## config.mk

```make
export PLATFORM = sky130hd
export DESIGN_NAME = htvn_fifo
export DESIGN_NICKNAME = d
export VERILOG_FILES = /design/src/sv/htvn_pkg.sv /design/src/sv/htvn_fifo.sv
export SDC_FILE = /design/constraint.sdc
export NUM_CORES = 1
export LEC_CHECK = 0
export ABC_AREA = 1
export BUFFER_PORTS_ARGS = -buffer_cell sky130_fd_sc_hd__clkbuf_2
export CAP_MARGIN = 20
export CORE_MARGIN = 2
export CORE_UTILIZATION = 50
export CTS_CLUSTER_SIZE = 25
export DETAILED_ROUTE_END_ITERATION = 16
export HOLD_SLACK_MARGIN = 0.15
export PLACE_DENSITY = 0.73
export SYNTH_ARGS = -nofsm -noshare
export SYNTH_HDL_FRONTEND = slang
export SYNTH_SLANG_ARGS = --single-unit
```

## constraint.sdc

```tcl
create_clock -name clk -period 1.6 [get_ports clk]
set_input_delay 0.08 -clock clk [delete_from_list [all_inputs] [get_ports clk]]
set_output_delay 0.08 -clock clk [all_outputs]
set_load 0.005 [all_outputs]
```

## src/sv/htvn_pkg.sv

```systemverilog
package htvn_pkg;

  localparam int DEF_MAX_WIDTH   = 1024;
  localparam int DEF_SAMPLE_BITS = 16;
  localparam int ROW_BITS        = 10;
  localparam int ROW_LIMIT       = 1024;
  localparam int JOB_DEPTH       = 4;

  localparam logic [2:0] REG_GRID_WIDTH  = 3'd0;
  localparam logic [2:0] REG_GRID_HEIGHT = 3'd1;
  localparam logic [2:0] REG_STEP_SIZE   = 3'd2;
  localparam logic [2:0] REG_HEIGHT_SCALE = 3'd3;
  localparam logic [2:0] REG_HEIGHT_MID  = 3'd4;
  localparam logic [2:0] REG_U_STEP      = 3'd5;
  localparam logic [2:0] REG_V_STEP      = 3'd6;

  localparam logic [10:0] RST_GRID_WIDTH   = 11'd256;
  localparam logic [10:0] RST_GRID_HEIGHT  = 11'd256;
  localparam logic [7:0]  RST_STEP_SIZE    = 8'd1;
  localparam logic [15:0] RST_HEIGHT_SCALE = 16'd256;
  localparam logic [16:0] RST_HEIGHT_MID   = 17'd0;
  localparam logic [16:0] RST_U_STEP       = 17'd257;
  localparam logic [16:0] RST_V_STEP       = 17'd257;

  typedef struct packed {
    logic [7:0]  step_size;
    logic [15:0] height_scale;
    logic [16:0] height_mid_twice;
    logic [16:0] u_step;
    logic [16:0] v_step;
  } htvn_cfg_t;

  typedef enum logic [1:0] {
    F_IDLE,
    F_J0,
    F_J1,
    F_J2
  } front_state_t;

  typedef enum logic [3:0] {
    B_IDLE,
    B_MUL,
    B_MAX,
    B_FIND,
    B_SHIFT,
    B_SQ,
    B_SQRT,
    B_DIV,
    B_OUT
  } back_state_t;

endpackage

```

## src/sv/htvn_fifo.sv

```systemverilog
module htvn_fifo import htvn_pkg::*; #(
  parameter int DW    = 8,
  parameter int DEPTH = JOB_DEPTH
) (
  input  logic          clk,
  input  logic          rst,
  input  logic          push,
  input  logic [DW-1:0] push_data,
  output logic          full,
  input  logic          pop,
  output logic [DW-1:0] pop_data,
  output logic          empty
);

  localparam int PW = $clog2(DEPTH);

  logic [DW-1:0] entry [DEPTH];
  logic [PW-1:0] wr_ptr, rd_ptr;
  logic [PW:0]   fill;

  assign full     = (fill == (PW+1)'(DEPTH));
  assign empty    = (fill == '0);
  assign pop_data = entry[rd_ptr];

  always_ff @(posedge clk) begin
    if (push && !full) begin
      entry[wr_ptr] <= push_data;
    end
  end

  always_ff @(posedge clk) begin
    if (rst) begin
      wr_ptr <= '0;
      rd_ptr <= '0;
      fill   <= '0;
    end else begin
      if (push && !full) begin
        wr_ptr <= wr_ptr + 1'b1;
      end
      if (pop && !empty) begin
        rd_ptr <= rd_ptr + 1'b1;
      end
      unique case ({push && !full, pop && !empty})
        2'b10:   fill <= fill + 1'b1;
        2'b01:   fill <= fill - 1'b1;
        default: fill <= fill;
      endcase
    end
  end

endmodule

```

==> results.txt, run 1 <==
DR pass1 iterations = 4
CTS tree = built
WL final = 3.331 mm
CTS Root Cell = clkbuf_4
Worst VDD drop = 0.0008497 V
Worst setup EP type = flop
syn avg cell area = 11.59 um2
top cell type's share of synthesized area = 56.80%
Final GP Congestion = 0.7429
die boundary height = 62.17 um
post-synthesis sequential area ratio = 67.46%
setup TNS = -19.57 ps
placed instance count = 220
PortBufs = 21
ant diodes = 0
Post-Syn Instances = 146
Setup crit end = fill[2]
Core ar. = 0.003284 mm2
RSZ-0062 raised after global routing = true
Initial Util = 51.50%
mapped cell area = 0.001692 mm2
Synth-to-Final Area Change = 27.07%
post-route ant nets = 0
layout cells sized above 1 = 30.77%
Yosys cell types = 18
HPWL after DPL = 2.073 mm
die width = 62.17 um
slowest cell on the critical path = dfxtp_2
R2R Path End = fill[2]
most frequent CP cell = nand2_1
Leakage Power = 0.8627 nW
Die Area = 0.003864 mm2
WL/cell = 13.82 um
initial antenna violation count = 0
register bit total from synthesis = 41
num ports = 22
Setup crit start = fill[2]
cts bufs inserted = 5
crit-path max cell delay = 340 ps
critical path cell sequence = inv_1 -> nand2_2 -> nand2_1 -> inv_2 -> ha_4 -> inv_2 -> fa_2 -> inv_1 -> nand2_1 -> nand3_2 -> nand2_2 -> nand2_1 -> nor2_1
Final Max Tran Viols = 0
post-route insts no fill = 241
Syn Nets = 164
Max Cap Viol = 0
fmax = 617.4 MHz
Clock Latency Late Sink = 340 ps
worst-path maximum fanout = 3
Max-slew headroom = 84.85%
PwrDens = 1438 mW/mm2
CTS sink count = 41
fin crit share = 101.2%
Overflow after GRT = 0
DRC violation count after routing = 0
post-synth top area cell = edfxtp_1
FP Rows = 21
GRT Overall Usage = 18.44%
worst reg2reg startpoint = fill[2]
CTS H-tree depth = 2
first-pass GRT wire length = 5.354 mm
worst-margin pin slew = 224.9 ps
commonest non-fill, non-tap cell in the layout = edfxtp_1
reg2reg path depth = 13
Vias/cell = 4.979
vias in the first global route = 1,132
setup violators final = 1
min Tclk post-route = 1620 ps
ranking of synthesized cells by area = edfxtp_1 57%, dfxtp_1 11%, nor2_1 5.5%
fin nets = 212
clk buf depth = 2
final hold viol count = 0
maximum number of pins on one net before global-route repair = 17
run status = finished with violations
worst setup margin = -19.57 ps
DR vias = 1,200
Syn. warnings = 0
crit path DAT = 1870 ps
Crit Path Class = flop to flop
failing checks = setup timing
CTS clk-pin slew, worst paths = 110 ps
Final Skew = 5.894 ps
First DRT Iteration DRCs = 70
commonest cells after routing, fill and taps aside = 32 x edfxtp_1, 25 x nor2_1, 21 x clkbuf_2, 16 x inv_1, 14 x o21ai_0
FF-to-FF setup slack = -20 ps
Hold Crit Class = input port to flop
WP data required = 1850 ps
CP Launch Type = flop
==> synth_stat cells (all sizes together) <==
cell type / n
buf: 2
nand3: 5
o21ai: 18
edfxtp: 32
fa: 1
a21oi: 5
dfxtp: 9
nor2: 26
o22ai: 8
ha: 5
inv: 20
nand2: 15
==> area by class of cell <==
| type | count | area (um2) |
|---|---|---|
| sequential | 41 | 1147 |
| fill | 264 | 1135 |
| multi-input combinational | 83 | 484.2 |
| timing repair buffer | 43 | 297.8 |
| inverter | 20 | 77.57 |
| tap | 46 | 57.56 |
| clock buffer | 7 | 55.05 |
| clock inverter | 1 | 30.03 |
==> metal layers <==
layer / global-route usage, % / wire [um] / vias to the layer above
met1: 22.88 / 1471 / 572
met5: 0 / 0 / -
met2: 30.71 / 1692 / 29
li1: - / - / 597
met3: 5.072 / 136 / 2
met4: 7.500 / 29 / 0
==> worst min-delay path by stage <==
| stage | start | to | slack [ps] | depth (start not counted) |
|---|---|---|---|---|
| after floorplan | rst | wr_ptr[0] | 150 | 1 |
| after global placement | push_data[1] | entry[3][1] | 290 | 1 |
| after detailed placement | push_data[5] | entry[1][5] | 300 | 1 |
| after CTS | rst | wr_ptr[0] | 470 | 3 |
| after global routing | push_data[0] | entry[3][0] | 470 | 2 |
| final | rst | wr_ptr[1] | 480 | 3 |
==> flip-flops by register name, indices dropped and copies added, names as in the netlist, named ones only <==
name,count
fill,3
rd_ptr,2
wr_ptr,2
entry,32
==> power breakdown <==
part	total, mW	internal (mW)	switching, mW
Combinational	1.00	0.447	0.556
Clock	0.693	0.373	0.319
Sequential	1.40	1.29	0.103
Total	3.09	2.11	0.978
==> cells by family after synthesis <==
group | count (synthesis) | share of synthesized area, %
fa+ha+maj | 6 | 4.882
buf+inv | 22 | 5.769
simple gates | 46 | 11.46
flops | 41 | 67.46
compound gates | 31 | 10.43
==> timing repair <==
item | CTS | global route
setup endpoints to repair | 9 | 5
hold buffers | 11 | 0
buffers inserted | 2 | 0
gates resized for setup | 7 | 8
hold endpoints to repair | 41 | 0
pin swaps | 3 | 1
==> stage by stage <==
stage	total power, mW	utilization, %	hold slack, ps	cell area, um2	setup slack (ps)
CTS	3.025	64.95	467.8	2133	2.283
global placement	2.198	57.98	294.2	1904	35.46
floorplan	1.914	-	149.1	1697	18.66
finish	3.091	65.45	479.9	2150	-19.57
global route	3.277	65.45	474.0	2150	-107.7
detailed placement	2.250	57.98	301.6	1904	-73.41
==> worst max-delay path: cells and delay by family (launching register included) <==
family,cells,cell delay (ps)
adder cells (fa/ha/maj),2,470
buffers and inverters,4,280
flip-flops,1,340
AND/OR/NAND/NOR,7,440
(Power assumes the default switching activity.)
==> inputs of run 2 (changes only) <==
--- a/config.mk
+++ b/config.mk
@@ -6,7 +6,7 @@
 export NUM_CORES = 1
 export LEC_CHECK = 0
 export ABC_AREA = 1
-export BUFFER_PORTS_ARGS = -buffer_cell sky130_fd_sc_hd__clkbuf_2
+export BUFFER_PORTS_ARGS = -buffer_cell sky130_fd_sc_hd__buf_2
 export CAP_MARGIN = 20
 export CORE_MARGIN = 2
 export CORE_UTILIZATION = 50
==> results.txt, run 2 (synthesis gave the netlist of run 1 again) <==
DR pass1 iterations = 4
initial antenna violation count = 0
CTS Root Cell = clkbuf_4
failing checks = hold timing, setup timing
WL final = 3.447 mm
ant diodes = 0
sw power = 0.9867 mW
hold_sp = rst
Crit Path Class = flop to flop
hold buffer count at cts = 12
Synth-to-Final Area Change = 27.81%
Worst VDD drop = 0.001019 V
Clock Latency Late Sink = 350 ps
Core ar. = 0.003284 mm2
GRT Overall Usage = 19.31%
min Tclk post-route = 1644 ps
Max-slew headroom = 87.46%
first-pass GRT wire length = 5.616 mm
CTS H-tree depth = 2
crit path DAT = 1900 ps
Initial Util = 51.50%
Final Max Tran Viols = 0
clk buf depth = 2
fmax = 608.4 MHz
DRC violation count after routing = 0
fin nets = 214
combinational power share = 33.3%
worst hold path depth = 2
post-route ant nets = 0
Final GP Congestion = 0.7433
Placed Area = 0.001904 mm2
run status = finished with violations
final hold viol count = 1
CP Launch Type = flop
PwrDens = 1422 mW/mm2
fin crit share = 102.7%
CTS sink count = 41
Max Cap Viol = 0
placed instance count = 220
R2R Path End = fill[2]
commonest cells after routing, fill and taps aside = 32 x edfxtp_1, 24 x nor2_1, 21 x buf_2, 15 x inv_1
reg2reg path depth = 13
setup violators final = 2
Top reg by flops = entry
CTS tree = built
Vias/cell = 4.848
WL/cell = 14.19 um
Largest register FFs = 32
RSZ-0062 raised after global routing = true
First DRT Iteration DRCs = 63
worst setup margin = -43.55 ps
Leakage Power = 0.8675 nW
FP Rows = 21
biggest regs = entry (32), fill (3)
Worst setup EP type = flop
PortBufs = 21
post-route insts no fill = 243
Die Area = 0.003864 mm2
die width = 62.17 um
worst-margin pin slew = 186.2 ps
commonest non-fill, non-tap cell in the layout = edfxtp_1
Min Hold Slack = -24.61 ps
design area = 0.002162 mm2
worst reg2reg startpoint = fill[0]
layout cells sized above 1 = 32.49%
cts bufs inserted = 5
Overflow after GRT = 0
WP data required = 1860 ps
P_int = 2.087 mW
die boundary height = 62.17 um
Endpoint, Worst Hold = wr_ptr[1]
worst-path maximum fanout = 2
Seq pwr share = 45.6%
Hold Crit Class = input port to flop
maximum number of pins on one net before global-route repair = 17
Final Skew = 23.00 ps
vias in the first global route = 1,247
num ports = 22
HPWL after DPL = 2.191 mm
setup TNS = -48.89 ps
Final Core Density = 65.83%
DR vias = 1,178
FF-to-FF setup slack = -40 ps
CTS clk-pin slew, worst paths = 120 ps
Clock power frac = 21.2%
Net Sw Frac = 32.10%
==> run 2: cell type report <==
type	count	area, um2
clock buffer	6	41.29
clock inverter	2	35.03
fill	234	1122
inverter	20	80.08
multi-input combinational	83	485.5
sequential	41	1150
tap	46	57.56
timing repair buffer	45	312.8
==> run 2: critical path, stage by stage (launching register included) <==
cell     delay, ps
dfxtp_2        380
nor2_4          50
nand2_2         60
nand2_1         80
inv_2           90
ha_4           150
inv_4           40
fa_2           370
inv_2           70
nand2_2         60
nand3_2         60
nand2_1         50
nand2_1         50
nor2_1          40
==> run 2: how the worst max path moves through the flow <==
stage	startpoint	to	slack, ps	cells after the start
after floorplan	fill[0]	fill[2]	20	12
after global placement	fill[0]	fill[2]	30	12
after detailed placement	fill[0]	fill[2]	-80	12
after CTS	fill[1]	fill[2]	-50	12
after global routing	fill[2]	fill[2]	-160	12
final	fill[0]	fill[2]	-40	13
==> run 2: layer usage <==
layer | part of all wire, % | up-vias | GRT usage [%]
li1 | - | 598 | -
met1 | 42 | 549 | 22.89
met2 | 51 | 25 | 33.29
met3 | 4.5 | 6 | 5.616
met4 | 1.6 | 0 | 7.500
met5 | 0 | - | 0
==> run 2: repair_timing <==
action / CTS / global route
buffers inserted: 2 / 2
gates resized for setup: 7 / 13
endpoints found under the setup margin: 7 / 9
pin swaps: 2 / 9
hold endpoints to repair: 41 / 4
==> run 2: power groups by stage <==
stage,registers (mW),clock network [mW],logic (mW)
2_1_floorplan,1.37,0,0.544
3_3_place_gp,1.39,0,0.805
3_5_place_dp,1.40,0,0.859
4_1_cts,1.39,0.661,0.939
5_1_grt,1.42,0.713,1.15
6_report,1.40,0.650,1.02
==> run 2: stage by stage <==
step | power, mW | hold slack, ps | worst slack [ps]
after floorplan | 1.914 | 149.1 | 18.66
after global placement | 2.194 | 290.8 | 33.85
after detailed placement | 2.259 | 299.1 | -76.17
after CTS | 2.989 | -50.53 | -49.60
after global routing | 3.279 | -30.48 | -157.2
final | 3.074 | -24.61 | -43.55
