--- config.mk ---
export PLATFORM = sky130hd
export DESIGN_NAME = htvn_back
export DESIGN_NICKNAME = d
export VERILOG_FILES = /design/src/sv/htvn_pkg.sv /design/src/sv/htvn_back.sv
export SDC_FILE = /design/constraint.sdc
export NUM_CORES = 2
export LEC_CHECK = 0
export BUFFER_PORTS_ARGS = -buffer_cell sky130_fd_sc_hd__buf_2
export CORE_MARGIN = 2
export CORE_UTILIZATION = 64
export DETAILED_ROUTE_END_ITERATION = 16
export PLACE_DENSITY = 0.94
export REMOVE_ABC_BUFFERS = 1
export SLEW_MARGIN = 40
export SYNTH_ARGS = -nofsm -noshare
export SYNTH_HDL_FRONTEND = slang
export SYNTH_SLANG_ARGS = --single-unit
export TNS_END_PERCENT = 1
--- constraint.sdc ---
create_clock -name clk -period 16.29 [get_ports clk]
set_clock_uncertainty 0.15 [all_clocks]
set_input_delay 1.629 -clock clk [delete_from_list [all_inputs] [get_ports clk]]
set_output_delay 1.629 -clock clk [all_outputs]
set_load 0.005 [all_outputs]
--- src/sv/htvn_pkg.sv ---
package htvn_pkg;

  localparam int DEF_MAX_WIDTH   = 1024;
  localparam int DEF_SAMPLE_BITS = 16;
  localparam int ROW_BITS        = 10;
  localparam int ROW_LIMIT       = 1024;
  localparam int JOB_DEPTH       = 4;

  localparam logic [2:0] REG_GRID_WIDTH  = 3'd0;
  localparam logic [2:0] REG_GRID_HEIGHT = 3'd1;
  localparam logic [2:0] REG_STEP_SIZE   = 3'd2;
  localparam logic [2:0] REG_HEIGHT_SCALE = 3'd3;
  localparam logic [2:0] REG_HEIGHT_MID  = 3'd4;
  localparam logic [2:0] REG_U_STEP      = 3'd5;
  localparam logic [2:0] REG_V_STEP      = 3'd6;

  localparam logic [10:0] RST_GRID_WIDTH   = 11'd256;
  localparam logic [10:0] RST_GRID_HEIGHT  = 11'd256;
  localparam logic [7:0]  RST_STEP_SIZE    = 8'd1;
  localparam logic [15:0] RST_HEIGHT_SCALE = 16'd256;
  localparam logic [16:0] RST_HEIGHT_MID   = 17'd0;
  localparam logic [16:0] RST_U_STEP       = 17'd257;
  localparam logic [16:0] RST_V_STEP       = 17'd257;

  typedef struct packed {
    logic [7:0]  step_size;
    logic [15:0] height_scale;
    logic [16:0] height_mid_twice;
    logic [16:0] u_step;
    logic [16:0] v_step;
  } htvn_cfg_t;

  typedef enum logic [1:0] {
    F_IDLE,
    F_J0,
    F_J1,
    F_J2
  } front_state_t;

  typedef enum logic [3:0] {
    B_IDLE,
    B_MUL,
    B_MAX,
    B_FIND,
    B_SHIFT,
    B_SQ,
    B_SQRT,
    B_DIV,
    B_OUT
  } back_state_t;

endpackage

--- src/sv/htvn_back.sv ---
module htvn_back import htvn_pkg::*; #(
  parameter int MAX_WIDTH   = DEF_MAX_WIDTH,
  parameter int SAMPLE_BITS = DEF_SAMPLE_BITS,
  localparam int AW = $clog2(MAX_WIDTH),
  localparam int DW = ROW_BITS + AW + 5*SAMPLE_BITS + 1
) (
  input  logic               clk,
  input  logic               rst,
  input  logic [DW-1:0]      job_data,
  input  logic               job_empty,
  output logic               job_pop,
  input  htvn_cfg_t          cfg,
  input  logic [AW:0]        grid_w,
  input  logic [10:0]        grid_h,
  output logic               out_valid,
  input  logic               out_ready,
  output logic signed [17:0] pos_x,
  output logic signed [24:0] pos_y,
  output logic signed [17:0] pos_z,
  output logic signed [15:0] normal_x,
  output logic signed [15:0] normal_y,
  output logic signed [15:0] normal_z,
  output logic [16:0]        tex_u,
  output logic [16:0]        tex_v,
  output logic               last_of_run
);

  localparam int SB = SAMPLE_BITS;

  localparam logic [4:0] MS_DX   = 5'd0;
  localparam logic [4:0] MS_DZ   = 5'd1;
  localparam logic [4:0] MS_Y    = 5'd2;
  localparam logic [4:0] MS_COL  = 5'd3;
  localparam logic [4:0] MS_ROW  = 5'd4;
  localparam logic [4:0] MS_WEXT = 5'd5;
  localparam logic [4:0] MS_HEXT = 5'd6;
  localparam logic [4:0] MS_U    = 5'd7;
  localparam logic [4:0] MS_V    = 5'd8;
  localparam logic [4:0] SQ_LAST   = 5'd2;
  localparam logic [4:0] ROOT_LAST = 5'd21;
  localparam logic [4:0] DIV_LAST  = 5'd16;
  localparam logic [1:0] CI_LAST   = 2'd2;

  back_state_t state, state_next;

  logic [ROW_BITS-1:0] row_q;
  logic [AW-1:0]       col_q;
  logic [SB-1:0]       sc_q, sl_q, sr_q, sd_q, su_q;
  logic                last_q;

  logic [4:0]  cnt;
  logic [1:0]  ci;
  logic signed [22:0] ma, mb;
  logic signed [45:0] mp;

  logic signed [SB:0] dx, dz;
  logic [17:0]        sc2;
  logic signed [17:0] yd;
  logic [16:0]        yabs;

  logic signed [32:0] cx, cz;
  logic [23:0] ymag;
  logic        yneg;
  logic [17:0] colstep, rowstep;
  logic [18:0] wext, hext;
  logic [16:0] tu, tv;
  logic [31:0] ax, az, mx, my, mz, m, mmax;
  logic [4:0]  p, p_c;
  logic [20:0] sqv, dmag;
  logic [43:0] acc, rad;
  logic [24:0] rem, rem_t, trial;
  logic [21:0] root;
  logic [35:0] num;
  logic [22:0] drem, dt;
  logic [15:0] dnum, q, q_nx;
  logic        qbit, dneg;
  logic signed [15:0] nx, ny, nz;
  logic        ld;

  assign dx  = $signed({1'b0, sl_q}) - $signed({1'b0, sr_q});
  assign dz  = $signed({1'b0, sd_q}) - $signed({1'b0, su_q});
  assign sc2 = {1'b0, 16'(sc_q), 1'b0};
  assign yd  = $signed(sc2) - $signed({1'b0, cfg.height_mid_twice});
  assign yabs = yd[17] ? 17'(-yd) : yd[16:0];

  assign ax   = cx[32] ? 32'(-cx) : cx[31:0];
  assign az   = cz[32] ? 32'(-cz) : cz[31:0];
  assign mmax = (ax > az) ? ((ax > 32'd512) ? ax : 32'd512)
                          : ((az > 32'd512) ? az : 32'd512);

  always_comb begin
    p_c = '0;
    for (int i = 0; i < 32; i++) begin
      if (m[i]) begin
        p_c = 5'(i);
      end
    end
  end

  always_comb begin
    unique case (cnt[1:0])
      2'd0:    sqv = mx[20:0];
      2'd1:    sqv = my[20:0];
      default: sqv = mz[20:0];
    endcase
    unique case (ci)
      2'd0:    begin dmag = mx[20:0]; dneg = cx[32]; end
      2'd1:    begin dmag = my[20:0]; dneg = 1'b0;   end
      default: begin dmag = mz[20:0]; dneg = cz[32]; end
    endcase
  end

  always_comb begin
    ma = '0;
    mb = '0;
    if (state == B_MUL) begin
      unique case (cnt)
        MS_DX:   begin ma = 23'(dx); mb = $signed(23'(cfg.height_scale)); end
        MS_DZ:   begin ma = 23'(dz); mb = $signed(23'(cfg.height_scale)); end
        MS_Y:    begin ma = $signed(23'(yabs)); mb = $signed(23'(cfg.height_scale)); end
        MS_COL:  begin ma = $signed(23'(col_q)); mb = $signed(23'(cfg.step_size)); end
        MS_ROW:  begin ma = $signed(23'(row_q)); mb = $signed(23'(cfg.step_size)); end
        MS_WEXT: begin
          ma = $signed(23'(grid_w - 1'b1));
          mb = $signed(23'(cfg.step_size));
        end
        MS_HEXT: begin
          ma = $signed(23'(grid_h - 1'b1));
          mb = $signed(23'(cfg.step_size));
        end
        MS_U:    begin ma = $signed(23'(col_q)); mb = $signed(23'(cfg.u_step)); end
        MS_V:    begin ma = $signed(23'(row_q)); mb = $signed(23'(cfg.v_step)); end
        default: begin ma = '0; mb = '0; end
      endcase
    end else if (state == B_SQ) begin
      ma = $signed(23'(sqv));
      mb = $signed(23'(sqv));
    end
  end

  assign mp = ma * mb;

  assign rem_t = {rem[22:0], rad[43:42]};
  assign trial = {1'b0, root, 2'b01};

  assign num  = {1'b0, dmag, 14'b0} + 36'(root[21:1]);
  assign dt   = {drem[21:0], dnum[15]};
  assign qbit = (dt >= {1'b0, root});
  assign q_nx = {q[14:0], qbit};

  assign ld = (state == B_OUT) && (!out_valid || out_ready);

  always_ff @(posedge clk) begin
    unique case (state)
      B_IDLE: begin
        if (!job_empty) begin
          last_q <= job_data[0];
          su_q   <= job_data[1 +: SB];
          sd_q   <= job_data[1+SB +: SB];
          sr_q   <= job_data[1+2*SB +: SB];
          sl_q   <= job_data[1+3*SB +: SB];
          sc_q   <= job_data[1+4*SB +: SB];
          col_q  <= job_data[1+5*SB +: AW];
          row_q  <= job_data[1+5*SB+AW +: ROW_BITS];
        end
        cnt <= '0;
      end
      B_MUL: begin
        unique case (cnt)
          MS_DX:   cx <= $signed(mp[32:0]);
          MS_DZ:   cz <= $signed(mp[32:0]);
          MS_Y:    begin ymag <= mp[32:9]; yneg <= yd[17]; end
          MS_COL:  colstep <= mp[17:0];
          MS_ROW:  rowstep <= mp[17:0];
          MS_WEXT: wext <= mp[18:0];
          MS_HEXT: hext <= mp[18:0];
          MS_U:    tu <= (mp > 46'sd65536) ? 17'h10000 : mp[16:0];
          MS_V:    tv <= (mp > 46'sd65536) ? 17'h10000 : mp[16:0];
          default: tv <= tv;
        endcase
        cnt <= (cnt == MS_V) ? '0 : cnt + 1'b1;
      end
      B_MAX: begin
        mx <= ax;
        mz <= az;
        my <= 32'd512;
        m  <= mmax;
      end
      B_FIND: p <= p_c;
      B_SHIFT: begin
        if (p >= 5'd20) begin
          mx <= mx >> (p - 5'd20);
          my <= my >> (p - 5'd20);
          mz <= mz >> (p - 5'd20);
        end else begin
          mx <= mx << (5'd20 - p);
          my <= my << (5'd20 - p);
          mz <= mz << (5'd20 - p);
        end
        cnt <= '0;
      end
      B_SQ: begin
        acc <= (cnt == '0) ? mp[43:0] : acc + mp[43:0];
        if (cnt == SQ_LAST) begin
          rad  <= acc + mp[43:0];
          rem  <= '0;
          root <= '0;
          cnt  <= '0;
        end else begin
          cnt <= cnt + 1'b1;
        end
      end
      B_SQRT: begin
        if (rem_t >= trial) begin
          rem  <= rem_t - trial;
          root <= {root[20:0], 1'b1};
        end else begin
          rem  <= rem_t;
          root <= {root[20:0], 1'b0};
        end
        rad <= {rad[41:0], 2'b00};
        if (cnt == ROOT_LAST) begin
          cnt <= '0;
          ci  <= '0;
        end else begin
          cnt <= cnt + 1'b1;
        end
      end
      B_DIV: begin
        if (cnt == '0) begin
          drem <= {3'b000, num[35:16]};
          dnum <= num[15:0];
          q    <= '0;
          cnt  <= cnt + 1'b1;
        end else begin
          drem <= qbit ? dt - {1'b0, root} : dt;
          dnum <= {dnum[14:0], 1'b0};
          q    <= q_nx;
          if (cnt == DIV_LAST) begin
            unique case (ci)
              2'd0:    nx <= dneg ? $signed(16'd0 - q_nx) : $signed(q_nx);
              2'd1:    ny <= $signed(q_nx);
              default: nz <= dneg ? $signed(16'd0 - q_nx) : $signed(q_nx);
            endcase
            cnt <= '0;
            ci  <= ci + 1'b1;
          end else begin
            cnt <= cnt + 1'b1;
          end
        end
      end
      B_OUT: begin
        if (ld) begin
          pos_x       <= $signed(colstep - wext[18:1]);
          pos_z       <= $signed(rowstep - hext[18:1]);
          pos_y       <= yneg ? $signed(25'd0 - {1'b0, ymag}) : $signed({1'b0, ymag});
          normal_x    <= nx;
          normal_y    <= ny;
          normal_z    <= nz;
          tex_u       <= tu;
          tex_v       <= tv;
          last_of_run <= last_q;
        end
      end
      default: cnt <= '0;
    endcase
  end

  always_ff @(posedge clk) begin
    if (rst) begin
      state     <= B_IDLE;
      out_valid <= 1'b0;
    end else begin
      state <= state_next;
      if (ld) begin
        out_valid <= 1'b1;
      end else if (out_ready) begin
        out_valid <= 1'b0;
      end
    end
  end

  always_comb begin
    state_next = state;
    job_pop    = 1'b0;
    unique case (state)
      B_IDLE: begin
        if (!job_empty) begin
          job_pop    = 1'b1;
          state_next = B_MUL;
        end
      end
      B_MUL:   if (cnt == MS_V) state_next = B_MAX;
      B_MAX:   state_next = B_FIND;
      B_FIND:  state_next = B_SHIFT;
      B_SHIFT: state_next = B_SQ;
      B_SQ:    if (cnt == SQ_LAST) state_next = B_SQRT;
      B_SQRT:  if (cnt == ROOT_LAST) state_next = B_DIV;
      B_DIV:   if (cnt == DIV_LAST && ci == CI_LAST) state_next = B_OUT;
      B_OUT:   if (ld) state_next = B_IDLE;
      default: state_next = B_IDLE;
    endcase
  end

endmodule

==> impl_metrics.yaml <==
worst_setup_path:
  crit_type: "primary input to flip-flop"
  slowest_stage: "a21oi_1"
  cpMostUsedCell: "inv_1"
  setup.worst_path.start_class: "primary input"
  cp_top_family: "adder cells"
  worst_path_largest_cell_delay_ns: 0.71
  r2r-end: "acc[43]$_DFFE_PP_"
  regToRegSetupSlack_ns: 2.49
  r2r_cells: 45
  crit_path_end_kind: "flip-flop"
  arrival_ns: 14.66
  cp_max_fo: 14
  critPathBufInv: 11
  r2r_start: "cnt[1]$_SDFFCE_PN0N_"
  crit_required_ns: 16.55
cts:
  insertion_delay_ns: 0.71
  cts.sinks: 820
  cts_root_buffer: "clkbuf_16"
  numCtsBuffers: 87
  clk_pin_slew_ns: 0.07
  ctsResizeCount: 0
  cts_tree: "built"
  cts_hold_buf: 0
  post_cts_buffers: 0
  cts_max_path_buffers: 3
  h-tree-depth: 3
floorplanning:
  start_util_pct: 64.7
  coreArea_sq_um: 108000
  die_w_microns: 334
  dieArea_sq_um: 111000
  rows: 120
  die_h_microns: 334
  io_pins: 348
drt:
  route.detailed.drc: 0
  avgRoutedWirePerCell_microns: 29.1
  top_layer_used: "met5"
  vias: 61200
  met1Wirelength_microns: 86800
  wl_met3_microns: 39700
  wl_met2_microns: 107000
  drtAntennaViolNets: 0
  drt_iter0_markers: 9825
  wirelength_microns: 258000
  via_per_inst: 6.92
  drt_first_pass_iters: 17
final_layout:
  layout.nets: 8403
  drive_gt1_share_pct: 11.5
  instances_no_fill: 8838
  fin_area_sq_um: 76300
  multi_input_area_sq_um: 41000
  ff_latch_area_sq_um: 24600
  fillers: 7410
  syn_to_final_growth_pct: 9.68
hold_path:
  min_to: "tex_v[10]$_DFFE_PP_"
  holdPathStages: 0
  min_path_type: "flip-flop to flip-flop"
  hp-start: "tv[10]$_DFFE_PP_"
pwr:
  power_leakage_uw: 0.0322
  peakVddDrop_mv: 0.190
  power.density_nw_per_um2: 136
sta:
  hold-worst-slack_ns: 0.256
  finalSetupViolCount: 0
  min_period_ns: 14.40
  hold_violations: 0
  max_freq_mhz: 69.4
  rsz0062_at_grt: "false"
  fin_setup_tns_ns: 0
  timing.final.crit_share_pct: 88.4
  tightest_slew_ns: 1.23
  drv_slew: 0
  slew_headroom_pct: 18.0
logic_synthesis:
  avgSynthCellArea_sq_um: 9.74
  ys_types: 99
  synth_seq_area_share_pct: 35.3
  synth_edf_count: 815
  syn_area_sq_um: 69600
  synth-main-ff-cell: "edfxtp_1"
  yosysWarnings: 0
  ys_ff_latch: 820
  synthCells: 7142
  async_flop_share_pct: 0
placement:
  placed_cells_incl_taps: 8660
  dp_hpwl_microns: 186000
  placed_cell_area_sq_um: 73100
  gp_congestion: 1.07
  port_buffers: 347
flow_run:
  cap_violations: 0
status:
  status: "complete, no violations"
grt:
  grtUsageTotal_pct: 45.4
  grt_pass1_wl_microns: 376000
  antenna_found_initial: 16
  grt_overflow: 0
  grt_pass1_vias: 60500
  grt_max_degree: 143
## per-layer routing
metal,track usage [%],vias to the layer above
met5,0,-
met4,31.8,12
met3,17.7,1462
met2,66.3,5433
met1,55.3,29000
li1,-,25300
## power by group
part	leakage (uW)	switching, uW	internal, uW
registers	0.00753	313	2810
logic	0.0233	3490	1570
clock network	0.00145	928	1240
## placed cells by master (no fill, tap or decap), types with 38 or more instances in the layout
cell and count:
a22oi_1 59, buf_4 103, a21oi_1 472, edfxtp_1 815, nor2b_1 78, mux2_2 51
a211oi_1 84, nand3_1 81, o31ai_1 44, o211ai_1 74, nor3_1 77, nand2b_1 44
nand4_1 38, clkbuf_16 88, or3_1 38, mux2i_1 185, a221oi_1 47, and2_1 151
a21o_1 81, fa_1 492, xnor2_1 184, xor2_1 135, mux4_2 66, ha_1 350
inv_1 804, a31oi_1 39, nor2_1 487, o21ai_0 391, buf_2 348, nand2_1 902
## sequential cells by signal, indices dropped and copies added (netlist names), 24 cells and up
register	count
acc	44
rad	44
cx	33
cz	33
mx	32
my	32
mz	32
m	31
pos_y	25
ymag	24
## area by class of cell
class / instances / share of cell area, %
Antenna cell: 12 / 0.0393
Clock buffer: 104 / 2.96
Clock inverter: 54 / 0.966
Inverter: 811 / 4.00
Multi-Input combinational cell: 5160 / 53.8
Sequential cell: 820 / 32.2
Tap cell: 1403 / 2.30
Timing Repair Buffer: 474 / 3.75
## per-stage QoR
| stage | setup slack [ns] | util (%) | power, uW |
|---|---|---|---|
| floorplan | -0.469 | - | 6070 |
| CTS | 2.48 | 70.8 | 10000 |
| detailed placement | 1.82 | 68.0 | 7830 |
| finish | 1.89 | 71.0 | 10300 |
| global route | 1.60 | 71.0 | 10600 |
| global placement | 2.05 | 67.8 | 7660 |
## how the worst max path moves through the flow
stage                               startpoint                end  slack (ns)  cells after the start
after floorplan           cnt[0]$_SDFFCE_PN0N_  acc[38]$_DFFE_PP_       -0.47                     40
after global placement                 cfg[42]  acc[43]$_DFFE_PP_        2.05                     44
after detailed placement               cfg[42]  acc[43]$_DFFE_PP_        1.82                     47
after CTS                              cfg[42]  acc[43]$_DFFE_PP_        2.48                     47
after global routing                   cfg[42]  acc[43]$_DFFE_PP_        1.60                     48
final                                  cfg[42]  acc[43]$_DFFE_PP_        1.89                     47
## synthesized netlist by cell type, types with 154 or more instances
master / count / share of area, %
clkbuf_1: 295 / 1.6
o21ai_0: 402 / 2.9
xnor2_1: 194 / 2.4
ha_1: 353 / 6.3
nand2_1: 905 / 4.9
fa_1: 494 / 14
edfxtp_1: 815 / 35
and2_1: 154 / 1.4
mux2i_1: 185 / 2.7
nor2_1: 505 / 2.7
a21oi_1: 477 / 3.4
inv_1: 807 / 4.4
## worst reg2reg max path, delay by kind of cell (launching register included)
family | cells | cell delay (ns)
adders and majority gates | 10 | 4.50
and+or+nand+nor | 15 | 3.76
AOI/OAI and AO/OA | 7 | 2.96
buffers and inverters | 11 | 1.40
DFF | 1 | 0.46
xor gates and xnor gates | 2 | 0.32
## cells by family after synthesis
family / after synthesis / synth area share, %
AO/OA/AOI/OAI: 1599 / 14.5
adder cells (fa/ha/maj): 847 / 20.6
XOR/XNOR: 333 / 4.19
buffers and inverters: 1170 / 6.37
flip-flops: 820 / 35.3
multiplexers: 302 / 5.62
other: 2 / 0.0108
AND/OR/NAND/NOR: 2069 / 13.4
(Power assumes the default switching activity.)
